[config.mk]
export PLATFORM = sky130hd
export DESIGN_NAME = zoom_focal_length_interpolator
export DESIGN_NICKNAME = d
export VERILOG_FILES = /design/src/design/zfl_pkg.sv /design/src/design/zfl_queue.sv /design/src/design/zfl_front.sv /design/src/design/zfl_back.sv /design/src/design/zoom_focal_length_interpolator.sv
export SDC_FILE = /design/constraint.sdc
export NUM_CORES = 2
export LEC_CHECK = 0
export BUFFER_PORTS_ARGS = -buffer_cell sky130_fd_sc_hd__clkbuf_2
export CAP_MARGIN = 40
export CORE_AREA = 3 3 410 412
export CTS_CLUSTER_DIAMETER = 120
export DETAILED_ROUTE_END_ITERATION = 6
export DIE_AREA = 0 0 413 415
export GPL_TIMING_DRIVEN = 0
export PLACE_DENSITY = 0.72
export SLEW_MARGIN = 20
export SYNTH_ARGS = -nofsm -noshare
export SYNTH_HDL_FRONTEND = slang
export SYNTH_HIERARCHICAL = 1
export SYNTH_SLANG_ARGS = --single-unit
export TNS_END_PERCENT = 20
[constraint.sdc]
create_clock -name clock -period 9.38 [get_ports clock]
set_input_delay 1.876 -clock clock [delete_from_list [all_inputs] [get_ports clock]]
set_output_delay 1.876 -clock clock [all_outputs]
set_load 0.005 [all_outputs]
[src/design/zfl_pkg.sv]
// ----------------------------------------------------------------------------
// zfl_pkg
// Types, lens breakpoint ROM and fixed-point constants for the zoom focal
// length interpolator.
// ----------------------------------------------------------------------------
package zfl_pkg;

   localparam int ROM_ROWS    = 16;
   localparam int ROW_W       = 4;
   localparam int STEP_W      = 8;
   localparam int FOCAL_W     = 16;
   localparam int FOV_W       = 7;
   localparam int EQ_W        = 22;
   localparam int MAG_W       = 8;
   localparam int CROP_W      = 16;
   localparam int RECIP_W     = 22;
   localparam int RECIP_SHIFT = 25;

   localparam logic [CROP_W-1:0] CROP_RESET = 16'd5458;

   // crop * fl / 1000 = ((crop * fl) >> 3) / 125, exact reciprocal for 29-bit values
   localparam int          EQ_PRE_SHIFT = 3;
   localparam int          EQ_SHIFT     = 36;
   localparam logic [29:0] EQ_RECIP     = 30'd549755814;

   // fl * 10 / 5000 = (fl >> 2) / 125, exact for 14-bit values
   localparam int          MAG_PRE_SHIFT = 2;
   localparam int          MAG_SHIFT     = 21;
   localparam logic [14:0] MAG_RECIP     = 15'd16778;

   localparam logic [STEP_W-1:0] STEP_ROM [ROM_ROWS] = '{
      8'd0, 8'd16, 8'd32, 8'd62, 8'd78, 8'd102, 8'd125,
      8'd125, 8'd125, 8'd125, 8'd125, 8'd125, 8'd125, 8'd125, 8'd125, 8'd125
   };

   localparam logic [FOCAL_W-1:0] FOCAL_ROM [ROM_ROWS] = '{
      16'd5000, 16'd6800, 16'd9100, 16'd16200, 16'd22300, 16'd35900, 16'd60000,
      16'd60000, 16'd60000, 16'd60000, 16'd60000, 16'd60000, 16'd60000,
      16'd60000, 16'd60000, 16'd60000
   };

   localparam logic [FOV_W-1:0] FOV_ROM [ROM_ROWS] = '{
      7'd63, 7'd49, 7'd37, 7'd22, 7'd16, 7'd10, 7'd6,
      7'd6, 7'd6, 7'd6, 7'd6, 7'd6, 7'd6, 7'd6, 7'd6, 7'd6
   };

   // ceil(2^RECIP_SHIFT / span) of the segment that starts at each row;
   // segments of zero span are never interpolated
   localparam logic [RECIP_W-1:0] RECIP_ROM [ROM_ROWS] = '{
      22'd2097152, 22'd2097152, 22'd1118482, 22'd2097152, 22'd1398102, 22'd1458889,
      22'd0, 22'd0, 22'd0, 22'd0, 22'd0, 22'd0, 22'd0, 22'd0, 22'd0, 22'd0
   };

   typedef struct packed {
      logic [STEP_W-1:0]  offset;
      logic [FOCAL_W-1:0] base_focal;
      logic [FOV_W-1:0]   base_fov;
      logic [FOCAL_W-1:0] rise_focal;
      logic [FOV_W-1:0]   drop_fov;
      logic [RECIP_W-1:0] recip;
   } seg_item_type;

   typedef struct packed {
      logic [FOCAL_W-1:0] focal_length;
      logic [FOV_W-1:0]   field_of_view;
      logic [EQ_W-1:0]    equivalent_length;
      logic [MAG_W-1:0]   magnification_x10;
   } rsp_item_type;

   typedef struct packed {
      logic full;
      logic empty;
   } q_status_type;

endpackage

[src/design/zfl_queue.sv]
// ----------------------------------------------------------------------------
// zfl_queue
// Small register-based FIFO; DEPTH must be a power of two.
// ----------------------------------------------------------------------------
module zfl_queue
   import zfl_pkg::*;
#(
   parameter int WIDTH = 8,
   parameter int DEPTH = 2
) (
   input  logic             clock,
   input  logic             reset,
   input  logic             push,
   input  logic [WIDTH-1:0] push_data,
   input  logic             pop,
   output logic [WIDTH-1:0] pop_data,
   output q_status_type     status
);

   localparam int PTR_W = $clog2(DEPTH);
   localparam int CNT_W = $clog2(DEPTH + 1);

   logic [WIDTH-1:0] mem_ff [DEPTH];
   logic [PTR_W-1:0] wr_ptr_ff, wr_ptr_in;
   logic [PTR_W-1:0] rd_ptr_ff, rd_ptr_in;
   logic [CNT_W-1:0] cnt_ff, cnt_in;
   logic             wr_en, rd_en;

   assign status.full  = (cnt_ff == CNT_W'(DEPTH));
   assign status.empty = (cnt_ff == '0);
   assign wr_en        = push && !status.full;
   assign rd_en        = pop && !status.empty;
   assign pop_data     = mem_ff[rd_ptr_ff];

   always_comb begin
      wr_ptr_in = wr_ptr_ff + PTR_W'(wr_en);
      rd_ptr_in = rd_ptr_ff + PTR_W'(rd_en);
      cnt_in    = cnt_ff + CNT_W'(wr_en) - CNT_W'(rd_en);
   end

   always_ff @(posedge clock) begin
      if (reset) begin
         wr_ptr_ff <= '0;
         rd_ptr_ff <= '0;
         cnt_ff    <= '0;
      end else begin
         wr_ptr_ff <= wr_ptr_in;
         rd_ptr_ff <= rd_ptr_in;
         cnt_ff    <= cnt_in;
      end
   end

   always_ff @(posedge clock) begin
      if (wr_en) begin
         mem_ff[wr_ptr_ff] <= push_data;
      end
   end

   // callers must never push into a full queue or pop an empty one
   a_no_overflow: assert property (@(posedge clock) disable iff (reset)
      push |-> !status.full)
      else $error("queue push while full");

   a_no_underflow: assert property (@(posedge clock) disable iff (reset)
      pop |-> !status.empty)
      else $error("queue pop while empty");

endmodule

[src/design/zfl_front.sv]
// ----------------------------------------------------------------------------
// zfl_front
// Finds the table segment of a zoom step and registers the segment operands.
// ----------------------------------------------------------------------------
module zfl_front
   import zfl_pkg::*;
#(
   parameter int TABLE_POINTS = 7
) (
   input  logic              clock,
   input  logic              reset,
   input  logic              accept,
   input  logic [STEP_W-1:0] zoom_position,
   input  q_status_type      mid_status,
   output logic              busy,
   output logic              mid_push,
   output seg_item_type      seg_item
);

   localparam logic [ROW_W-1:0] LAST_ROW = ROW_W'(TABLE_POINTS - 1);

   logic         valid_ff, valid_in;
   seg_item_type item_ff, item_in;
   logic [ROW_W-1:0] seg_sel, seg_next;
   logic             clamp;

   // lowest row of the segment holding the step; rows are ascending
   always_comb begin
      seg_sel = '0;
      for (int k = 1; k <= TABLE_POINTS - 2; k++) begin
         if (STEP_ROM[k] <= zoom_position) begin
            seg_sel = ROW_W'(k);
         end
      end
   end

   assign seg_next = seg_sel + ROW_W'(1);
   assign clamp    = (zoom_position >= STEP_ROM[LAST_ROW]);

   always_comb begin
      if (clamp) begin
         item_in.offset     = '0;
         item_in.base_focal = FOCAL_ROM[LAST_ROW];
         item_in.base_fov   = FOV_ROM[LAST_ROW];
         item_in.rise_focal = '0;
         item_in.drop_fov   = '0;
         item_in.recip      = '0;
      end else begin
         item_in.offset     = zoom_position - STEP_ROM[seg_sel];
         item_in.base_focal = FOCAL_ROM[seg_sel];
         item_in.base_fov   = FOV_ROM[seg_sel];
         item_in.rise_focal = FOCAL_ROM[seg_next] - FOCAL_ROM[seg_sel];
         item_in.drop_fov   = FOV_ROM[seg_sel] - FOV_ROM[seg_next];
         item_in.recip      = RECIP_ROM[seg_sel];
      end
   end

   // the stage holds its beat while the middle queue is full
   assign busy     = valid_ff && mid_status.full;
   assign mid_push = valid_ff && !mid_status.full;
   assign seg_item = item_ff;
   assign valid_in = accept || busy;

   always_ff @(posedge clock) begin
      if (reset) begin
         valid_ff <= 1'b0;
      end else begin
         valid_ff <= valid_in;
      end
   end

   always_ff @(posedge clock) begin
      if (accept) begin
         item_ff <= item_in;
      end
   end

endmodule

[src/design/zfl_back.sv]
// ----------------------------------------------------------------------------
// zfl_back
// Three-stage arithmetic pipeline: interpolation products, reciprocal
// divides, equivalent length and magnification, with result-queue credit.
// ----------------------------------------------------------------------------
module zfl_back
   import zfl_pkg::*;
#(
   parameter int RSP_DEPTH = 8
) (
   input  logic              clock,
   input  logic              reset,
   input  seg_item_type      seg_item,
   input  q_status_type      mid_status,
   input  q_status_type      rsp_status,
   input  logic [CROP_W-1:0] crop_factor,
   input  logic              rsp_beat,
   output logic              mid_pop,
   output logic              rsp_push,
   output rsp_item_type      rsp_item
);

   localparam int CNT_W = $clog2(RSP_DEPTH + 1);
   localparam int XF_W  = STEP_W + FOCAL_W;
   localparam int XV_W  = STEP_W + FOV_W;
   localparam int P_W   = CROP_W + FOCAL_W;
   localparam int Y_W   = P_W - EQ_PRE_SHIFT;

   // beats in the pipeline plus beats in the result queue
   logic [CNT_W-1:0] credit_ff, credit_in;

   logic               s1_valid_ff;
   logic [XF_W-1:0]    s1_xf_ff;
   logic [XV_W-1:0]    s1_xv_ff;
   logic [FOCAL_W-1:0] s1_focal_ff;
   logic [FOV_W-1:0]   s1_fov_ff;
   logic [RECIP_W-1:0] s1_recip_ff;

   logic               s2_valid_ff;
   logic [FOCAL_W-1:0] s2_focal_ff, s2_focal_in;
   logic [FOV_W-1:0]   s2_fov_ff, s2_fov_in;

   logic               s3_valid_ff;
   logic [P_W-1:0]     s3_prod_ff, s3_prod_in;
   logic [MAG_W-1:0]   s3_mag_ff, s3_mag_in;
   logic [FOCAL_W-1:0] s3_focal_ff;
   logic [FOV_W-1:0]   s3_fov_ff;

   logic [XF_W+RECIP_W-1:0]          prod_f;
   logic [XV_W+RECIP_W-1:0]          prod_v;
   logic [FOCAL_W-MAG_PRE_SHIFT+14:0] prod_mag;
   logic [Y_W+29:0]                  prod_eq;

   assign mid_pop   = !mid_status.empty && ((credit_ff < CNT_W'(RSP_DEPTH)) || rsp_beat);
   assign credit_in = credit_ff + CNT_W'(mid_pop) - CNT_W'(rsp_beat);

   always_ff @(posedge clock) begin
      if (reset) begin
         credit_ff   <= '0;
         s1_valid_ff <= 1'b0;
         s2_valid_ff <= 1'b0;
         s3_valid_ff <= 1'b0;
      end else begin
         credit_ff   <= credit_in;
         s1_valid_ff <= mid_pop;
         s2_valid_ff <= s1_valid_ff;
         s3_valid_ff <= s2_valid_ff;
      end
   end

   // stage 2: quotient by segment span through its reciprocal
   always_comb begin
      prod_f      = s1_xf_ff * s1_recip_ff;
      prod_v      = s1_xv_ff * s1_recip_ff;
      s2_focal_in = s1_focal_ff + prod_f[RECIP_SHIFT +: FOCAL_W];
      s2_fov_in   = s1_fov_ff - prod_v[RECIP_SHIFT +: FOV_W];
   end

   // stage 3
   always_comb begin
      s3_prod_in = crop_factor * s2_focal_ff;
      prod_mag   = s2_focal_ff[FOCAL_W-1:MAG_PRE_SHIFT] * MAG_RECIP;
      s3_mag_in  = prod_mag[MAG_SHIFT +: MAG_W];
   end

   assign prod_eq = s3_prod_ff[P_W-1:EQ_PRE_SHIFT] * EQ_RECIP;

   always_ff @(posedge clock) begin
      s1_xf_ff    <= seg_item.offset * seg_item.rise_focal;
      s1_xv_ff    <= seg_item.offset * seg_item.drop_fov;
      s1_focal_ff <= seg_item.base_focal;
      s1_fov_ff   <= seg_item.base_fov;
      s1_recip_ff <= seg_item.recip;
      s2_focal_ff <= s2_focal_in;
      s2_fov_ff   <= s2_fov_in;
      s3_prod_ff  <= s3_prod_in;
      s3_mag_ff   <= s3_mag_in;
      s3_focal_ff <= s2_focal_ff;
      s3_fov_ff   <= s2_fov_ff;
   end

   assign rsp_push                   = s3_valid_ff;
   assign rsp_item.focal_length      = s3_focal_ff;
   assign rsp_item.field_of_view     = s3_fov_ff;
   assign rsp_item.equivalent_length = prod_eq[EQ_SHIFT +: EQ_W];
   assign rsp_item.magnification_x10 = s3_mag_ff;

   a_credit_bound: assert property (@(posedge clock) disable iff (reset)
      credit_ff <= CNT_W'(RSP_DEPTH))
      else $error("result credit above queue depth");

   a_rsp_room: assert property (@(posedge clock) disable iff (reset)
      rsp_push |-> (!rsp_status.full || rsp_beat))
      else $error("result beat with no room in result queue");

endmodule

[src/design/zoom_focal_length_interpolator.sv]
// ----------------------------------------------------------------------------
// zoom_focal_length_interpolator
// Lens zoom step to focal length, field of view, 35 mm equivalent length and
// magnification, by interpolation over a breakpoint ROM.
// ----------------------------------------------------------------------------
// Usage:
//   Request side is a queue: a beat is taken when push is high and full low.
//   Result side is a queue: the oldest result sits on rsp_* while empty is
//   low and is taken when pop is high.
//   csr_crop_factor is written when csr_valid is high; csr_ready is always
//   high. Write it only while no request is in flight.
// Throughput: one beat per cycle, sustained, as long as results are popped.
// Path: a request beat passes the front register, the middle queue,
//   three arithmetic stages (span multiply, reciprocal divide, crop
//   multiply), then the result queue before its result is visible.
// Stall: when pop stays low the back end stops drawing beats once
//   RSP_DEPTH results are held or in flight; the middle queue and the front
//   register then fill and full goes high. Nothing is dropped.
// Reset: queues empty, crop factor 5458.
// ----------------------------------------------------------------------------
module zoom_focal_length_interpolator
   import zfl_pkg::*;
#(
   parameter int TABLE_POINTS = 7,
   parameter int MID_DEPTH    = 2,
   parameter int RSP_DEPTH    = 8
) (
   input  logic               clock,
   input  logic               reset,
   input  logic               push,
   output logic               full,
   input  logic [STEP_W-1:0]  req_zoom_position,
   output logic               empty,
   input  logic               pop,
   output logic [FOCAL_W-1:0] rsp_focal_length,
   output logic [FOV_W-1:0]   rsp_field_of_view,
   output logic [EQ_W-1:0]    rsp_equivalent_length,
   output logic [MAG_W-1:0]   rsp_magnification_x10,
   input  logic               csr_valid,
   output logic               csr_ready,
   input  logic [CROP_W-1:0]  csr_crop_factor
);

   localparam int SEG_W = $bits(seg_item_type);
   localparam int RSP_W = $bits(rsp_item_type);

   logic [CROP_W-1:0] crop_ff, crop_in;

   logic         accept;
   logic         mid_push, mid_pop, rsp_push, rsp_beat;
   seg_item_type front_item, mid_item;
   rsp_item_type back_item, out_item;
   q_status_type mid_status, rsp_status;
   logic [SEG_W-1:0] mid_data;
   logic [RSP_W-1:0] out_data;

   assign csr_ready = 1'b1;
   assign crop_in   = (csr_valid && csr_ready) ? csr_crop_factor : crop_ff;

   always_ff @(posedge clock) begin
      if (reset) begin
         crop_ff <= CROP_RESET;
      end else begin
         crop_ff <= crop_in;
      end
   end

   assign accept = push && !full;

   zfl_front #(
      .TABLE_POINTS(TABLE_POINTS)
   ) u_front (
      .clock        (clock),
      .reset        (reset),
      .accept       (accept),
      .zoom_position(req_zoom_position),
      .mid_status   (mid_status),
      .busy         (full),
      .mid_push     (mid_push),
      .seg_item     (front_item)
   );

   zfl_queue #(
      .WIDTH(SEG_W),
      .DEPTH(MID_DEPTH)
   ) u_mid_queue (
      .clock    (clock),
      .reset    (reset),
      .push     (mid_push),
      .push_data(front_item),
      .pop      (mid_pop),
      .pop_data (mid_data),
      .status   (mid_status)
   );

   assign mid_item = seg_item_type'(mid_data);

   zfl_back #(
      .RSP_DEPTH(RSP_DEPTH)
   ) u_back (
      .clock      (clock),
      .reset      (reset),
      .seg_item   (mid_item),
      .mid_status (mid_status),
      .rsp_status (rsp_status),
      .crop_factor(crop_ff),
      .rsp_beat   (rsp_beat),
      .mid_pop    (mid_pop),
      .rsp_push   (rsp_push),
      .rsp_item   (back_item)
   );

   assign rsp_beat = pop && !empty;

   zfl_queue #(
      .WIDTH(RSP_W),
      .DEPTH(RSP_DEPTH)
   ) u_rsp_queue (
      .clock    (clock),
      .reset    (reset),
      .push     (rsp_push),
      .push_data(back_item),
      .pop      (rsp_beat),
      .pop_data (out_data),
      .status   (rsp_status)
   );

   assign out_item              = rsp_item_type'(out_data);
   assign empty                 = rsp_status.empty;
   assign rsp_focal_length      = out_item.focal_length;
   assign rsp_field_of_view     = out_item.field_of_view;
   assign rsp_equivalent_length = out_item.equivalent_length;
   assign rsp_magnification_x10 = out_item.magnification_x10;

endmodule

==> flow_summary.toml <==
[sta]
setup_tns_ns = 0
worst_slew_pin_slew_ns = 0.935
final-max-slew-violation-count = 0
max_freq_ghz = 0.110
setup_slack_ns = 0.278
post-route-min-period_ns = 9.10
timing.slew.headroom_pct = 37.7
setup_viol = 0
rsz0062_at_grt = "true"
hold_viol = 0
fin_crit_sh_pct = 97.0
skew_ns = 0.0444

[routing]
firstDrtPassIters = 5
wirelength_um = 209000
drt_iter0_markers = 4303
ant_nets = 0
vias_per_cell = 5.43
avgRoutedWirePerCell_um = 21.1
remaining_drc_errors = 0
num_vias = 53700

[place]
routabilityCongestion = 0.948
placed_area_mm2 = 0.0879
place_hpwl_um = 169000
dp_slack_ns = -0.791
io_buffers = 83

[finish]
mostFrequentLayoutCell = "inv_1"
area_growth_pct = 8.91
fin_nets = 9829
design_area_mm2 = 0.0912
n_fill_cell = 13700
final_layout_size_suffix_gt1_share_pct = 9.59
mostFrequentLayoutCells = "1476 x inv_1, 1275 x fa_1, 899 x ha_1, 829 x nand2_1, 624 x edfxtp_1"

[floorplanning]
die-area_mm2 = 0.171
start_util_pct = 50.8
ios = 85
dieHeight_um = 415
die_x_um = 413
rows = 149
core_mm2 = 0.165

[min_path]
min_from = "u_back/s2_fov_ff[1]"
worstHoldEndpoint = "u_back/s3_fov_ff[1]"
min_path_type = "register to register"
worstHoldPathCells = 0

[global_route]
grtUsageMet2_pct = 40.3
grtUsageMet3_pct = 4.83
grt_max_degree = 49
grt_pass1_vias = 57900
grt.met1_usage_pct = 33.5
grt_usage_pct = 24.9
grt_pass1_wl_um = 328000
grt_busiest_layer = "met2"
grt_overflow_total = 0
antenna_found_initial = 10

[cts]
clk_latency_ns = 0.70
clkTransAtPathRegs_ns = 0.06
cts_tree = "built"
cts-htree-levels = 3
clock_sinks = 829
clockBufferDepth = 3
cts_made_buffers = 87
root_buffer = "clkbuf_16"

[synth]
avgSynthCellArea_um2 = 11.4
ys_warn_count = 6
netlist_area_mm2 = 0.0838
synthCells = 7375

[setup_path]
end_kind = "register"
cpPeakStageDelay_ns = 0.55
critPathMostFrequentCell = "fa_1"
crit_slowest_cell = "fa_1"
arrival_ns = 9.66
ff2ff_setup_slack_ns = 0.28
crit_required_ns = 9.94
crit_family = "adder cells"
crit_path_max_fanout = 10
r2r_cells = 30
r2r-end = "u_back/s2_focal_ff[15]"
path_class = "register to register"
cp-start-kind = "register"
r2r-start = "u_back/s1_recip_ff[7]"
path_buf_inv = 4

[status]
status = "finished clean"

[run]
maxCapViolCount = 0
==> area by class of cell <==
cell class              count  area (µm²)  area share [%]
multi-input cells        4753       54000            59.2
flip-flops and latches    829       22800            25.0
inverters                1478        5550            6.08
well taps                2189        2740            3.00
clock buffers             107        2350            2.58
plain buffers             320        1690            1.85
repair buffers            155        1540            1.69
clock inverters            56         542           0.594
diodes                      2        5.00         0.00549
==> per-stage QoR <==
stage	instances	hold slack [ns]	utilization (%)
floorplan	7385	0.310	-
CTS	9870	0.325	55.1
detailed placement	9710	0.312	53.4
global route	9887	0.329	55.4
finish	9889	0.323	55.4
global placement	9657	0.311	52.8
==> state kept, by name, summed over array words and instances, names as in the netlist, 4 cells and up <==
signal,flops
u_back/s1_recip_ff,22
u_back/s1_xv_ff,15
u_mid_queue/mem_ff,152
u_rsp_queue/mem_ff,424
u_rsp_queue/cnt_ff,4
u_back/s3_focal_ff,16
u_back/s3_prod_ff,29
u_back/s1_fov_ff,7
u_back/credit_ff,4
u_back/s1_focal_ff,16
u_back/s2_focal_ff,16
u_back/s1_xf_ff,24
u_front/seg_item,48
u_back/s2_fov_ff,7
crop_ff,16
u_back/s3_mag_ff,8
u_back/s3_fov_ff,7
==> worst reg2reg max path: cells and delay by family, from the launching register on <==
kind                       cells  cell delay [ns]
and+or+nand+nor                4             0.62
xor gates and xnor gates       2             0.50
DFF                            1             0.46
adders and majority gates      9             4.15
buffers and inverters          4             0.83
AOI/OAI and AO/OA             11             2.42
==> layer usage <==
metal	vias up	wire length (µm)
li1	23800	-
met1	27300	85600
met2	2106	98000
met3	429	17000
met4	0	8040
met5	-	0
==> worst max-delay path by stage <==
| stage | startpoint | to | cells past startpoint |
|---|---|---|---|
| finish | u_back/s1_recip_ff[7] | u_back/s2_focal_ff[15] | 30 |
| global route | u_back/s1_xf_ff[10] | u_back/s2_focal_ff[14] | 30 |
| CTS | u_back/s1_xf_ff[17] | u_back/s2_focal_ff[15] | 29 |
| floorplan | u_back/s1_recip_ff[1] | u_back/s2_focal_ff[14] | 31 |
| detailed placement | u_back/s1_recip_ff[7] | u_back/s2_focal_ff[15] | 30 |
| global placement | u_back/s1_recip_ff[2] | u_back/s2_focal_ff[15] | 30 |
==> timing repair <==
item,CTS,global route
hold buffers,0,0
resized for setup,29,99
gates cloned,0,0
hold endpoints to repair,0,0
pin swaps,0,2
buffers inserted,0,4
endpoints found under the setup margin,8,6
Power is not shown: default switching activity piles up to over one toggle a cycle in this logic, so the estimate is an artifact.
